### config.mk
export PLATFORM = sky130hd
export DESIGN_NAME = buddy_block_allocator_flat
export DESIGN_NICKNAME = d
export VERILOG_FILES = /design/src/design/bba_pkg.sv /design/src/design/bba_if.sv /design/src/design/bba_ram.sv /design/src/design/buddy_block_allocator.sv /design/src/flat_wrapper.sv
export SDC_FILE = /design/constraint.sdc
export NUM_CORES = 2
export LEC_CHECK = 0
export BUFFER_PORTS_ARGS = -buffer_cell sky130_fd_sc_hd__clkbuf_2
export CORE_MARGIN = 1
export CORE_UTILIZATION = 65
export CTS_BUF_LIST = sky130_fd_sc_hd__clkbuf_2 sky130_fd_sc_hd__clkbuf_4 sky130_fd_sc_hd__clkbuf_8
export DETAILED_ROUTE_END_ITERATION = 8
export PLACE_DENSITY_LB_ADDON = 0.25
export SLEW_MARGIN = 20
export SYNTH_ARGS = -nofsm -noshare
export SYNTH_HDL_FRONTEND = slang
export SYNTH_SLANG_ARGS = --single-unit
export TNS_END_PERCENT = 30
### constraint.sdc
create_clock -name clk -period 5.5 [get_ports clk]
set_input_delay 0.275 -clock clk [delete_from_list [all_inputs] [get_ports clk]]
set_output_delay 0.275 -clock clk [all_outputs]
set_load 0.02 [all_outputs]
### src/design/bba_pkg.sv
// ----------------------------------------------------------------------------
// bba_pkg
// Shared widths, sizes and helper functions for the buddy block allocator.
// ----------------------------------------------------------------------------
package bba_pkg;

    // Largest memory is 2^MAX_ORDER units, so the list never holds more blocks
    localparam int MAX_ORDER  = 6;
    localparam int DEPTH      = 1 << MAX_ORDER;
    localparam int IDX_W      = MAX_ORDER;
    localparam int LEN_W      = MAX_ORDER + 1;
    localparam int OWNER_BITS = 16;
    localparam int ORD_W      = 3;
    localparam int WANT_W     = 5;
    localparam int SIZE_W     = 16;
    localparam int ENTRY_W    = OWNER_BITS + ORD_W;

    // Configuration port
    localparam int CFG_ADDR_W = 3;
    localparam int CFG_DATA_W = 32;
    localparam logic REG_TOTAL_ORDER = 1'b0;   // register index (paddr[2])

    // Item codes
    localparam logic CMD_ALLOC = 1'b0;
    localparam logic CMD_QUERY = 1'b1;

    // Order a request rounds up to: smallest r with 2^r >= size, size 0 as 1
    function automatic logic [WANT_W-1:0] round_order(input logic [SIZE_W-1:0] size);
        logic [SIZE_W-1:0] v;
        logic [WANT_W-1:0] r;
        v = size - SIZE_W'(1);
        r = '0;
        if (size > SIZE_W'(1))
        begin
            for (int i = 0; i < SIZE_W; i++)
            begin
                if (v[i])
                begin
                    r = WANT_W'(i + 1);
                end
            end
        end
        return r;
    endfunction

    // Register value written to total_order saturates at MAX_ORDER
    function automatic logic [ORD_W-1:0] sat_order(input logic [ORD_W-1:0] val);
        return (val > ORD_W'(MAX_ORDER)) ? ORD_W'(MAX_ORDER) : val;
    endfunction

endpackage

### src/design/bba_if.sv
// ----------------------------------------------------------------------------
// bba_if
// Valid/ready channels of the buddy block allocator: requests and results.
// ----------------------------------------------------------------------------
interface bba_req_if;
    logic                             valid;
    logic                             ready;
    logic                             cmd;
    logic [bba_pkg::OWNER_BITS-1:0]   owner_id;
    logic [bba_pkg::SIZE_W-1:0]       request_size;

    modport source (output valid, cmd, owner_id, request_size, input ready);
    modport sink   (input valid, cmd, owner_id, request_size, output ready);
endinterface

interface bba_rsp_if;
    logic                             valid;
    logic                             ready;
    logic [bba_pkg::LEN_W-1:0]        block_count;
    logic [bba_pkg::OWNER_BITS-1:0]   block_owner;
    logic                             last_block;

    modport source (output valid, block_count, block_owner, last_block, input ready);
    modport sink   (input valid, block_count, block_owner, last_block, output ready);
endinterface

### src/design/bba_ram.sv
// ----------------------------------------------------------------------------
// bba_ram
// Generic single-write, single-read RAM with registered read data.
// ----------------------------------------------------------------------------
module bba_ram #(
    parameter int WIDTH = 8,
    parameter int DEPTH = 16
) (
    input  logic                     clk,
    input  logic                     we,
    input  logic [$clog2(DEPTH)-1:0] waddr,
    input  logic [WIDTH-1:0]         wdata,
    input  logic                     re,
    input  logic [$clog2(DEPTH)-1:0] raddr,
    output logic [WIDTH-1:0]         rdata
);

    logic [WIDTH-1:0] mem [DEPTH];

    // write port
    always_ff @(posedge clk)
    begin
        if (we)
        begin
            mem[waddr] <= wdata;
        end
    end

    // read port, data held while re is low
    always_ff @(posedge clk)
    begin
        if (re)
        begin
            rdata <= mem[raddr];
        end
    end

endmodule

### src/design/buddy_block_allocator.sv
// ----------------------------------------------------------------------------
// buddy_block_allocator
// Buddy allocator keeping an address-ordered block list in one RAM.
// ----------------------------------------------------------------------------
// Usage:
//   req channel (sink): cmd 0 allocates owner_id a block of request_size units
//   rounded up to a power of two; cmd 1 dumps the block list. rsp channel
//   (source): one beat per block on a dump, with block_count and last_block.
//   APB port: register 0 (total_order) at byte 0; writing it rebuilds the list
//   as one free block. Write it only while the block is idle.
// Timing:
//   One item at a time; req ready is low while an item is being worked on.
//   Allocate: the list scan reads one entry a cycle from the RAM and stops at
//   the first hit, then the tail beyond the chosen block is moved once by the
//   number of splits d (one entry a cycle), the d new buddies are written and
//   the block is stamped, all through the single RAM port pair.
//   Query: S_QRD reads the first entry, then S_QLD loads one beat a cycle while
//   the receiver keeps ready high; a stall holds the output register and the
//   sequencer. The last beat may still wait while the next item is accepted.
// Reset: one free block of order 6; no clearing pass, entry 0 is overlaid
//   with its reset value until first written.
// ----------------------------------------------------------------------------
module buddy_block_allocator (
    input  logic                              clk,
    input  logic                              rst_n,
    bba_req_if.sink                           req,
    bba_rsp_if.source                         rsp,
    input  logic                              psel,
    input  logic                              penable,
    input  logic                              pwrite,
    input  logic [bba_pkg::CFG_ADDR_W-1:0]    paddr,
    input  logic [bba_pkg::CFG_DATA_W-1:0]    pwdata,
    output logic [bba_pkg::CFG_DATA_W-1:0]    prdata,
    output logic                              pready
);

    localparam int IDX_W   = bba_pkg::IDX_W;
    localparam int LEN_W   = bba_pkg::LEN_W;
    localparam int ORD_W   = bba_pkg::ORD_W;
    localparam int WANT_W  = bba_pkg::WANT_W;
    localparam int OWN_W   = bba_pkg::OWNER_BITS;
    localparam int ENTRY_W = bba_pkg::ENTRY_W;

    // sequencer states
    localparam logic [2:0] S_IDLE  = 3'd0;
    localparam logic [2:0] S_SCAN  = 3'd1;
    localparam logic [2:0] S_SHIFT = 3'd2;
    localparam logic [2:0] S_FILL  = 3'd3;
    localparam logic [2:0] S_FIN   = 3'd4;
    localparam logic [2:0] S_QRD   = 3'd5;
    localparam logic [2:0] S_QLD   = 3'd6;

    logic [2:0]         state_reg, state_next;
    logic [ORD_W-1:0]   total_order_reg, total_order_next;
    logic [LEN_W-1:0]   len_reg, len_next;
    logic               ovr_reg, ovr_next;
    logic [OWN_W-1:0]   owner_reg, owner_next;
    logic [WANT_W-1:0]  want_reg, want_next;
    logic [LEN_W-1:0]   scan_reg, scan_next;
    logic               chk_valid_reg, chk_valid_next;
    logic [IDX_W-1:0]   chk_idx_reg, chk_idx_next;
    logic [IDX_W-1:0]   k_reg, k_next;
    logic [ORD_W-1:0]   d_reg, d_next;
    logic [IDX_W-1:0]   f_reg, f_next;
    logic               mv_valid_reg, mv_valid_next;
    logic [IDX_W-1:0]   mv_dst_reg, mv_dst_next;
    logic [ORD_W-1:0]   j_reg, j_next;
    logic               rd_ovr_reg, rd_ovr_next;
    logic               out_valid_reg, out_valid_next;
    logic [LEN_W-1:0]   out_count_reg, out_count_next;
    logic [OWN_W-1:0]   out_owner_reg, out_owner_next;
    logic               out_last_reg, out_last_next;

    // RAM ports
    logic               we, re;
    logic [IDX_W-1:0]   waddr, raddr;
    logic [ENTRY_W-1:0] wdata, rdata;

    // decoded read entry, with the reset overlay on entry 0
    logic [OWN_W-1:0]   rd_owner;
    logic [ORD_W-1:0]   rd_order;
    logic               hit, issue, last_miss, slot_free, cfg_wr;
    logic [LEN_W-1:0]   len_m1;

    bba_ram #(
        .WIDTH (ENTRY_W),
        .DEPTH (bba_pkg::DEPTH)
    ) u_list_ram (
        .clk   (clk),
        .we    (we),
        .waddr (waddr),
        .wdata (wdata),
        .re    (re),
        .raddr (raddr),
        .rdata (rdata)
    );

    assign rd_owner = rd_ovr_reg ? '0 : rdata[ENTRY_W-1:ORD_W];
    assign rd_order = rd_ovr_reg ? total_order_reg : rdata[ORD_W-1:0];
    assign len_m1   = len_reg - LEN_W'(1);

    // scan compare: free block large enough
    assign hit       = chk_valid_reg && (rd_owner == '0)
                       && ({{(WANT_W-ORD_W){1'b0}}, rd_order} >= want_reg);
    assign issue     = !hit && (scan_reg < len_reg);
    assign last_miss = chk_valid_reg && !hit && ({1'b0, chk_idx_reg} == len_m1);
    assign slot_free = !out_valid_reg || rsp.ready;

    // handshake and APB outputs
    assign req.ready       = (state_reg == S_IDLE);
    assign rsp.valid       = out_valid_reg;
    assign rsp.block_count = out_count_reg;
    assign rsp.block_owner = out_owner_reg;
    assign rsp.last_block  = out_last_reg;
    assign pready          = 1'b1;
    assign prdata          = {{(bba_pkg::CFG_DATA_W-ORD_W){1'b0}}, total_order_reg};
    assign cfg_wr          = psel && penable && pwrite;

    // sequencer
    always_comb
    begin
        state_next       = state_reg;
        total_order_next = total_order_reg;
        len_next         = len_reg;
        ovr_next         = ovr_reg;
        owner_next       = owner_reg;
        want_next        = want_reg;
        scan_next        = scan_reg;
        chk_valid_next   = 1'b0;
        chk_idx_next     = chk_idx_reg;
        k_next           = k_reg;
        d_next           = d_reg;
        f_next           = f_reg;
        mv_valid_next    = 1'b0;
        mv_dst_next      = mv_dst_reg;
        j_next           = j_reg;
        out_valid_next   = out_valid_reg && !rsp.ready;
        out_count_next   = out_count_reg;
        out_owner_next   = out_owner_reg;
        out_last_next    = out_last_reg;
        we               = 1'b0;
        waddr            = '0;
        wdata            = '0;
        re               = 1'b0;
        raddr            = '0;

        unique case (state_reg)
            S_IDLE:
            begin
                if (req.valid)
                begin
                    owner_next = req.owner_id;
                    want_next  = bba_pkg::round_order(req.request_size);
                    scan_next  = '0;
                    state_next = (req.cmd == bba_pkg::CMD_QUERY) ? S_QRD : S_SCAN;
                end
            end

            // read one entry a cycle, check it the cycle after
            S_SCAN:
            begin
                if (issue)
                begin
                    re             = 1'b1;
                    raddr          = scan_reg[IDX_W-1:0];
                    chk_valid_next = 1'b1;
                    chk_idx_next   = scan_reg[IDX_W-1:0];
                    scan_next      = scan_reg + LEN_W'(1);
                end
                if (hit)
                begin
                    k_next = chk_idx_reg;
                    d_next = rd_order - want_reg[ORD_W-1:0];
                    f_next = len_m1[IDX_W-1:0];
                    j_next = ORD_W'(1);
                    state_next = (rd_order == want_reg[ORD_W-1:0]) ? S_FIN : S_SHIFT;
                end
                else if (last_miss)
                begin
                    state_next = S_IDLE;
                end
            end

            // move the tail up by d entries, top first
            S_SHIFT:
            begin
                if (mv_valid_reg)
                begin
                    we    = 1'b1;
                    waddr = mv_dst_reg;
                    wdata = rdata;
                end
                if (f_reg > k_reg)
                begin
                    re            = 1'b1;
                    raddr         = f_reg;
                    mv_valid_next = 1'b1;
                    mv_dst_next   = f_reg + IDX_W'(d_reg);
                    f_next        = f_reg - IDX_W'(1);
                end
                else
                begin
                    state_next = S_FILL;
                end
            end

            // free buddies of rising order after the chosen block
            S_FILL:
            begin
                we    = 1'b1;
                waddr = k_reg + IDX_W'(j_reg);
                wdata = {{OWN_W{1'b0}}, want_reg[ORD_W-1:0] + j_reg - ORD_W'(1)};
                j_next = j_reg + ORD_W'(1);
                if (j_reg == d_reg)
                begin
                    state_next = S_FIN;
                end
            end

            // stamp the chosen block
            S_FIN:
            begin
                we         = 1'b1;
                waddr      = k_reg;
                wdata      = {owner_reg, want_reg[ORD_W-1:0]};
                len_next   = len_reg + LEN_W'(d_reg);
                state_next = S_IDLE;
            end

            S_QRD:
            begin
                re         = 1'b1;
                raddr      = '0;
                state_next = S_QLD;
            end

            // load a beat when the output slot frees, prefetch the next entry
            S_QLD:
            begin
                if (slot_free)
                begin
                    out_valid_next = 1'b1;
                    out_count_next = len_reg;
                    out_owner_next = rd_owner;
                    out_last_next  = (scan_reg == len_m1);
                    if (scan_reg == len_m1)
                    begin
                        state_next = S_IDLE;
                    end
                    else
                    begin
                        re        = 1'b1;
                        raddr     = scan_reg[IDX_W-1:0] + IDX_W'(1);
                        scan_next = scan_reg + LEN_W'(1);
                    end
                end
            end

            default:
            begin
                state_next = S_IDLE;
            end
        endcase

        // first write of entry 0 retires the reset overlay
        if (we && (waddr == '0))
        begin
            ovr_next = 1'b0;
        end

        // register write rebuilds the list
        if (cfg_wr && (paddr[2] == bba_pkg::REG_TOTAL_ORDER))
        begin
            total_order_next = bba_pkg::sat_order(pwdata[ORD_W-1:0]);
            len_next         = LEN_W'(1);
            ovr_next         = 1'b1;
        end
    end

    // overlay flag follows the read data
    always_comb
    begin
        rd_ovr_next = rd_ovr_reg;
        if (re)
        begin
            rd_ovr_next = (raddr == '0) && ovr_reg;
        end
    end

    // control state
    always_ff @(posedge clk or negedge rst_n)
    begin
        if (!rst_n)
        begin
            state_reg       <= S_IDLE;
            total_order_reg <= ORD_W'(bba_pkg::MAX_ORDER);
            len_reg         <= LEN_W'(1);
            ovr_reg         <= 1'b1;
            chk_valid_reg   <= 1'b0;
            mv_valid_reg    <= 1'b0;
            out_valid_reg   <= 1'b0;
            rd_ovr_reg      <= 1'b1;
        end
        else
        begin
            state_reg       <= state_next;
            total_order_reg <= total_order_next;
            len_reg         <= len_next;
            ovr_reg         <= ovr_next;
            chk_valid_reg   <= chk_valid_next;
            mv_valid_reg    <= mv_valid_next;
            out_valid_reg   <= out_valid_next;
            rd_ovr_reg      <= rd_ovr_next;
        end
    end

    // working registers and output payload
    always_ff @(posedge clk)
    begin
        owner_reg     <= owner_next;
        want_reg      <= want_next;
        scan_reg      <= scan_next;
        chk_idx_reg   <= chk_idx_next;
        k_reg         <= k_next;
        d_reg         <= d_next;
        f_reg         <= f_next;
        mv_dst_reg    <= mv_dst_next;
        j_reg         <= j_next;
        out_count_reg <= out_count_next;
        out_owner_reg <= out_owner_next;
        out_last_reg  <= out_last_next;
    end

endmodule

### src/flat_wrapper.sv
// flat-port wrapper written by rule: the top's interface ports become plain ports
module buddy_block_allocator_flat 
  (clk, rst_n, psel, penable, pwrite, paddr, pwdata, prdata, pready, req_valid, req_cmd, req_owner_id, req_request_size, req_ready, rsp_valid, rsp_block_count, rsp_block_owner, rsp_last_block, rsp_ready);
  bba_req_if req_i ();
  bba_rsp_if rsp_i ();
  input  logic clk;
  input  logic rst_n;
  input  logic psel;
  input  logic penable;
  input  logic pwrite;
  input  logic [bba_pkg::CFG_ADDR_W-1:0] paddr;
  input  logic [bba_pkg::CFG_DATA_W-1:0] pwdata;
  output logic [bba_pkg::CFG_DATA_W-1:0] prdata;
  output logic pready;
  input wire logic [$bits(req_i.valid)-1:0] req_valid;
  input wire logic [$bits(req_i.cmd)-1:0] req_cmd;
  input wire logic [$bits(req_i.owner_id)-1:0] req_owner_id;
  input wire logic [$bits(req_i.request_size)-1:0] req_request_size;
  output wire logic [$bits(req_i.ready)-1:0] req_ready;
  output wire logic [$bits(rsp_i.valid)-1:0] rsp_valid;
  output wire logic [$bits(rsp_i.block_count)-1:0] rsp_block_count;
  output wire logic [$bits(rsp_i.block_owner)-1:0] rsp_block_owner;
  output wire logic [$bits(rsp_i.last_block)-1:0] rsp_last_block;
  input wire logic [$bits(rsp_i.ready)-1:0] rsp_ready;
  assign req_i.valid = req_valid;
  assign req_i.cmd = req_cmd;
  assign req_i.owner_id = req_owner_id;
  assign req_i.request_size = req_request_size;
  assign req_ready = req_i.ready;
  assign rsp_valid = rsp_i.valid;
  assign rsp_block_count = rsp_i.block_count;
  assign rsp_block_owner = rsp_i.block_owner;
  assign rsp_last_block = rsp_i.last_block;
  assign rsp_i.ready = rsp_ready;
  buddy_block_allocator u_core (.clk(clk), .rst_n(rst_n), .req(req_i), .rsp(rsp_i), .psel(psel), .penable(penable), .pwrite(pwrite), .paddr(paddr), .pwdata(pwdata), .prdata(prdata), .pready(pready));
endmodule
After elaboration in Yosys (flattened, before gate mapping)

Memory sizes are Yosys's and may differ from the RTL's. A register that Yosys moved wholly into a read port is not among the register bits.
Cells that the tools add are included.

Memories: 1
Logic and storage cells: 161
Bits in writable memories: 1216
Bits of input ports: 75
Flip-flop bits (word level): 100

Memory list:

| name                  | words | width | rd ports | clocked after memory_dff | wr ports | RTL line      | source |
|---|---|---|---|---|---|---|---|
| u_core.u_list_ram.mem | 64    | 19    | 1        | 1                        | 1        | bba_ram.sv:18 | `logic [WIDTH-1:0] mem [DEPTH];` |

Bitwise gates (word level): 2
Multiplexer cells: 65
Reduce and logical (&&, ||, !) cells: 35
Equality and inequality tests: 20
$lt $le $gt $ge: 5
$add $sub $neg: 12

Operators by type and width:

| cell                    | number |
|---|---|
| $pmux W19 S3            | 1 |
| $mux W3                 | 16 |
| $mux W6                 | 7 |
| $mux W7                 | 6 |
| $pmux W6 S3             | 2 |
| $mux W4                 | 8 |
| $pmux W7 S3             | 1 |
| $mux W19                | 1 |
| $pmux W3 S6             | 1 |
| $gt A16 B1 Y1 const B   | 1 |
| $logic_not A16 Y1       | 1 |
| $mux W16                | 1 |
| $sub A16 B1 Y16 const B | 1 |
| $mux W1                 | 14 |
| $add A6 B3 Y6           | 2 |
| $logic_not A6 Y1        | 2 |
| $ne A2 B1 Y1 const B    | 6 |
| $pmux W6 S2             | 1 |
| $reduce_and A2 Y1       | 6 |
| $logic_and A1 B1 Y1     | 11 |
| $eq A3 B3 Y1 const B    | 3 |
| $reduce_bool A2 Y1      | 4 |
| $add A7 B1 Y7 const B   | 1 |
| $add A7 B3 Y7           | 1 |
| other kinds (32)        | 41 |

Logic depth before layout (Yosys ltp)

Depth in word-level cells: 17
Gate-level depth with buffers: 21
Mapped depth without buffers: 14

Modules after synthesis

A second synthesis with hierarchy kept.

Cells, all modules: 2745
Area, all modules: 53806.6 sq um

Modules (own cells, without submodules):

| module                | cells an instance | times used | area each (sq um) |
|---|---|---|---|
| bba_ram               | 2113              | 1          | 47302.9 |
| buddy_block_allocator | 632               | 1          | 6503.7 |

Worst setup path after synthesis

OpenSTA, ideal clock, no wires.

Path type: register -> register
From: reg u_core.j_reg[1]
To: mem u_core.u_list_ram.mem[0][2] in the netlist's numbering, data pin
Setup time: 702 ps
Stages on the path, launching flop included: 8
Required time: 4798 ps
Slack: 1055 ps
Arrival: 3743 ps
Buffers on the path: 0
Cells stage by stage: edfxtp_1 inv_1 ha_1 inv_1 ha_1 xnor2_1 xnor2_1 o21ai_0

Longest elaborated chain between the ends: 3

RTL lines:

| item                                 | RTL line                     | source |
|---|---|---|
| start: declaration                   | buddy_block_allocator.sv:67  | `logic [ORD_W-1:0] j_reg, j_next;` |
| start signal: assignment             | buddy_block_allocator.sv:328 | `j_reg <= j_next;` |
| $add A3 B3 Y3                        | buddy_block_allocator.sv:212 | `wdata = {{OWN_W{1'b0}}, want_reg[ORD_W-1:0] + j_reg - ORD_W'(1)};` |
| $sub A3 B1 Y3                        | buddy_block_allocator.sv:212 |  |
| $pmux W19 S3                         | buddy_block_allocator.sv:147 | `unique case (state_reg)` |
| named net u_core.u_list_ram.wdata[2] | bba_ram.sv:12                | `input logic [WIDTH-1:0] wdata,` |
| end: declaration                     | bba_ram.sv:18                |  |

The timed path passes the listed nets, and every way through them passes these cells.

Worst setup path after layout

From: reg u_core.rd_ovr_reg
To: reg u_core.u_list_ram.rdata[4], read port of u_core.u_list_ram.mem, data pin

Longest elaborated chain between the ends: 8

RTL lines:

| item                                                 | RTL line                     | source |
|---|---|---|
| start: declaration                                   | buddy_block_allocator.sv:68  | `logic rd_ovr_reg, rd_ovr_next;` |
| start signal: assignment                             | buddy_block_allocator.sv:313 | `rd_ovr_reg <= rd_ovr_next;` |
| branches (longest 3 deep; another with $ge A3 B5 Y1) | --                           |  |
| $logic_and A1 B1 Y1 *                                | buddy_block_allocator.sv:104 | `&& ({{(WANT_W-ORD_W){1'b0}}, rd_order} >= want_reg);` |
| $logic_not A1 Y1 *                                   | buddy_block_allocator.sv:105 | `assign issue = !hit && (scan_reg < len_reg);` |
| $logic_and A1 B1 Y1 *                                | buddy_block_allocator.sv:105 |  |
| $mux W1 or $mux W6 (tied branches)                   | buddy_block_allocator.sv:162 | `if (issue)` |
| $pmux W1 S4 or $pmux W6 S3 (tied branches)           | buddy_block_allocator.sv:147 |  |
| end: declaration                                     | bba_ram.sv:15                | `output logic [WIDTH-1:0] rdata` |

Mark *: on every way between the ends.
A chain may end at the register's enable or synchronous reset.

==> Implementation_results.wiki <==
{| class="wikitable"
! Metric !! Value
|-
| Final net count || 4,495
|-
| Latest clock arrival within the worst-skew pair || 900 ps
|-
| Critical register-to-register path startpoint || u_core.rd_ovr_reg
|-
| Type of element capturing the critical path || flip-flop
|-
| Vias per cell || 6.48
|-
| FF-to-FF End || u_core.u_list_ram.rdata[4]
|-
| Proportion of layout cells with a drive suffix above 1 || 0.169
|-
| Proportion of total power due to net switching || 0.364
|-
| Leading cell types by total area after synthesis || sky130_fd_sc_hd__edfxtp_1 72%, sky130_fd_sc_hd__nand2_1 6.6%, sky130_fd_sc_hd__nand3_1 3.1%
|-
| Highest attainable clock frequency || 0.184 GHz
|-
| Number of cell rows || 106
|-
| Share of power burned in the clock network || 0.255
|-
| Leakage || 22.3 nW
|-
| GR met3 Demand/Resource || 0.0856
|-
| Total DRC errors in the routed layout || 0
|-
| Cell count after synthesis || 4,080
|-
| Largest net degree at the start of global routing || 103
|-
| Final setup viols || 0
|-
| Avg WL per Cell || 26.5 µm
|-
| Flop2flop setup slack || 60 ps
|-
| Post-synth EDFFs || 1,317
|-
| Root Buffer || sky130_fd_sc_hd__clkbuf_8
|-
| Met1 usage in global routing || 0.470
|-
| Fraction of synthesized cell area taken by the top area cell type || 0.718
|-
| Cell accounting for the most synthesized area || sky130_fd_sc_hd__edfxtp_1
|-
| Routing layer with the top usage in global route || met2
|-
| Register with the most flip-flops || u_core.u_list_ram.mem
|-
| Detailed Place HPWL || 91.1 mm
|-
| Cell count after placement || 5,267
|-
| Overall power after layout || 0.0306 W
|-
| Class of the worst hold path || input pin to flip-flop
|-
| Clock-pin slew on the worst setup and hold paths || 70 ps
|-
| Slew at the pin closest to its max-slew limit || 1150 ps
|-
| Number of cells in the finished layout apart from fillers || 5,680
|-
| Combinational share of power || 0.327
|-
| Length in cells of the worst reg-to-reg path || 17
|-
| First-pass iteration count of the detailed router || 9
|-
| Total CTS buffers || 202
|-
| Number of placed I/O pins || 134
|-
| Clock tree skew after final layout || 43.3 ps
|-
| VDD IR-drop max || 0.000289 V
|-
| Met2 Resource Use GR || 0.538
|-
| Crit path from || u_core.rd_ovr_reg
|-
| Worst path setup slack after routing || 64.7 ps
|-
| Max-slew headroom || 0.234
|-
| Data required time at the worst endpoint || 6140 ps
|-
| Core Area || 0.0838 mm²
|-
| Dominant cell by count in the synthesized netlist || sky130_fd_sc_hd__edfxtp_1
|-
| Fraction of the yosys area taken by sequential cells || 0.726
|-
| Power dissipated by switching net loads || 0.0111 W
|-
| Number of pins with negative max-slew slack in the final report || 0
|-
| Final critical path time including I/O delays and setup || 5440 ps
|-
| Global-route wire length before repair || 220 mm
|-
| Total number of yosys warnings || 0
|-
| Leading post-synthesis cells by instance count || 1,317 x sky130_fd_sc_hd__edfxtp_1, 968 x sky130_fd_sc_hd__nand2_1, 345 x sky130_fd_sc_hd__nand3_1
|-
| Average footprint of a synthesized cell || 13.5 µm²
|-
| Starting DRT DRC Count || 5,534
|-
| Type of the worst setup path || flip-flop to flip-flop
|-
| Vias in the first global route || 35,300
|-
| Die outline height || 293 µm
|-
| Final design utilization || 0.740
|-
| Initial antenna violation count || 6
|-
| DIE AREA || 0.0860 mm²
|-
| Cell area after synthesis || 0.0551 mm²
|-
| Flops & latches, synth || 1,335
|-
| Wire length reported by the detailed router || 151 mm
|-
| Total of max-cap violations || 0
|-
| Count of input and output buffers || 72
|-
| Effective utilization at floorplan || 0.657
|-
| Sinks on Clock Net || 1,335
|-
| H-Tree Level Count || 4
|-
| Residual overflow from global routing || 0
|-
| Dpl ws || -39.1 ps
|-
| Outcome || complete, no violations
|-
| Overall fraction of global-route tracks in use || 0.351
|-
| Layout-stage area growth over the synthesis result || 12.6%
|-
| Max reg flops || 1,216
|-
| Worst Min Path Start || req_owner_id[3]
|-
| TritonCTS clock tree || built
|-
| Die X || 293 µm
|-
| Fin Setup TNS || 0 ps
|-
| Pwr per Cell Area || 493 mW/mm²
|-
| Share of async-settable or async-resettable flops after synthesis || 0.0135
|-
| Number of distinct standard cells referenced by the synthesized netlist || 80
|-
| CP Max Fanout || 44
|-
| RSZ-0062 raised after global routing || true
|-
| Final hold violations || 0
|-
| Final cycle utilization of the critical path || 0.988
|-
| Maximum buffer depth of the clock tree || 3
|-
| Worst Setup Start Kind || flip-flop
|-
| Via count || 36,800
|-
| Critical path destination || u_core.u_list_ram.rdata[4]
|-
| Relative contribution of sequential cells to total power || 0.418
|-
| Registers with the highest flip-flop counts || u_core.u_list_ram.mem (1216), u_core.u_list_ram.rdata (19)
|-
| Internal power contribution || 0.0194 W
|-
| Number of nets with antenna violations after detailed routing || 0
|-
| Data arrival time of the worst path || 6070 ps
|-
| Last weighted congestion value of the routability-driven placer || 0.947
|-
| Most frequently used flop master after synthesis || sky130_fd_sc_hd__edfxtp_1
|}
==> cells in the final DEF, fill, tap and decap left out, types with 11 or more instances in the layout <==
cell and instances:
sky130_fd_sc_hd__a221oi_1 15, sky130_fd_sc_hd__a22o_2 14, sky130_fd_sc_hd__a31oi_1 66, sky130_fd_sc_hd__clkinv_2 21, sky130_fd_sc_hd__o211ai_1 15, sky130_fd_sc_hd__nand4_1 11, sky130_fd_sc_hd__clkbuf_2 72, sky130_fd_sc_hd__mux2i_1 89
sky130_fd_sc_hd__nor4_1 14, sky130_fd_sc_hd__mux2_2 52, sky130_fd_sc_hd__nand2_1 968, sky130_fd_sc_hd__and3_1 95, sky130_fd_sc_hd__nand3_1 345, sky130_fd_sc_hd__conb_1 30, sky130_fd_sc_hd__dlygate4sd3_1 43, sky130_fd_sc_hd__clkbuf_4 60
sky130_fd_sc_hd__o21ai_0 49, sky130_fd_sc_hd__nor2b_1 30, sky130_fd_sc_hd__clkbuf_8 203, sky130_fd_sc_hd__a32oi_1 11, sky130_fd_sc_hd__edfxtp_1 1317, sky130_fd_sc_hd__inv_1 46, sky130_fd_sc_hd__a311oi_1 46, sky130_fd_sc_hd__nor3_1 30
sky130_fd_sc_hd__a211oi_1 22, sky130_fd_sc_hd__xnor2_1 26, sky130_fd_sc_hd__a222oi_1 37, sky130_fd_sc_hd__o22ai_1 31, sky130_fd_sc_hd__a21oi_1 98, sky130_fd_sc_hd__o31ai_1 12, sky130_fd_sc_hd__nor2_2 60, sky130_fd_sc_hd__buf_12 19
sky130_fd_sc_hd__dfrtp_1 13, sky130_fd_sc_hd__a21o_1 13, sky130_fd_sc_hd__clkinv_1 62, sky130_fd_sc_hd__buf_4 203, sky130_fd_sc_hd__ha_1 35, sky130_fd_sc_hd__nor2_1 74
==> power groups by stage <==
| stage | Clock (W) | Combinational (W) | Sequential [W] |
|---|---|---|---|
| after global routing | 0.00824 | 0.0104 | 0.0128 |
| after floorplan | 0 | 0.00565 | 0.0129 |
| final | 0.00779 | 0.0100 | 0.0128 |
| after CTS | 0.00780 | 0.00964 | 0.0128 |
| after detailed placement | 0 | 0.00955 | 0.0130 |
| after global placement | 0 | 0.00937 | 0.0130 |
==> layer usage <==
metal | vias to the layer above | part of all wire
met2 | 2703 | 0.46
met1 | 17800 | 0.36
li1 | 15800 | -
met4 | 0 | 0.053
met3 | 451 | 0.13
met5 | - | 0
==> how the worst min path moves through the flow <==
stage / end / cells past startpoint
2_1_floorplan: u_core.chk_valid_reg / 0
3_3_place_gp: u_core.total_order_reg[0] / 1
3_5_place_dp: u_core.total_order_reg[0] / 1
4_1_cts: u_core.want_reg[2] / 4
5_1_grt: u_core.owner_reg[6] / 2
6_report: u_core.owner_reg[3] / 2
==> final cells by class <==
type | instances | area (µm²)
diodes | 5 | 12.5
multi-input cells | 2457 | 13900
inverters | 48 | 183
clock buffers | 263 | 3240
fillers | 5120 | 21800
well taps | 1134 | 1420
repair buffers | 337 | 2700
flip-flops and latches | 1335 | 40000
clock inverters | 101 | 579
==> kinds of logic after synthesis <==
logic type,share of synthesized area
other,0.000136
AOI/OAI and AO/OA,0.0679
xor gates and xnor gates,0.00695
muxes,0.0268
DFF,0.726
adders and majority gates,0.00940
and+or+nand+nor,0.134
buffers and inverters,0.0291
==> timing repair <==
item,in CTS,in global routing
setup endpoints to repair,3,4
endpoints found under the hold margin,52,0
pin swaps,0,1
resized for setup,2,4
hold buffers,43,0
buffers inserted,0,1
==> critical path, cell delays in order (launching register included) <==
cell	delay, ps
sky130_fd_sc_hd__dfstp_2	580
sky130_fd_sc_hd__mux2i_1	280
sky130_fd_sc_hd__inv_1	70
sky130_fd_sc_hd__ha_1	190
sky130_fd_sc_hd__or3b_2	460
sky130_fd_sc_hd__a21oi_1	220
sky130_fd_sc_hd__o31ai_2	130
sky130_fd_sc_hd__and3b_1	310
sky130_fd_sc_hd__buf_4	230
sky130_fd_sc_hd__a221o_4	430
sky130_fd_sc_hd__buf_12	280
sky130_fd_sc_hd__buf_4	320
sky130_fd_sc_hd__nand2_1	80
sky130_fd_sc_hd__and3_1	160
sky130_fd_sc_hd__a31oi_1	140
sky130_fd_sc_hd__o22ai_1	120
sky130_fd_sc_hd__or4_1	660
sky130_fd_sc_hd__a31oi_2	440
==> per-stage QoR <==
stage | hold WS [ps] | instance area (µm²)
6_report | 120 | 62100
5_1_grt | 111 | 62100
4_1_cts | 31.1 | 62000
3_5_place_dp | 268 | 57700
3_3_place_gp | 275 | 57700
2_1_floorplan | -20.6 | 55200
(Power assumes the default switching activity.)
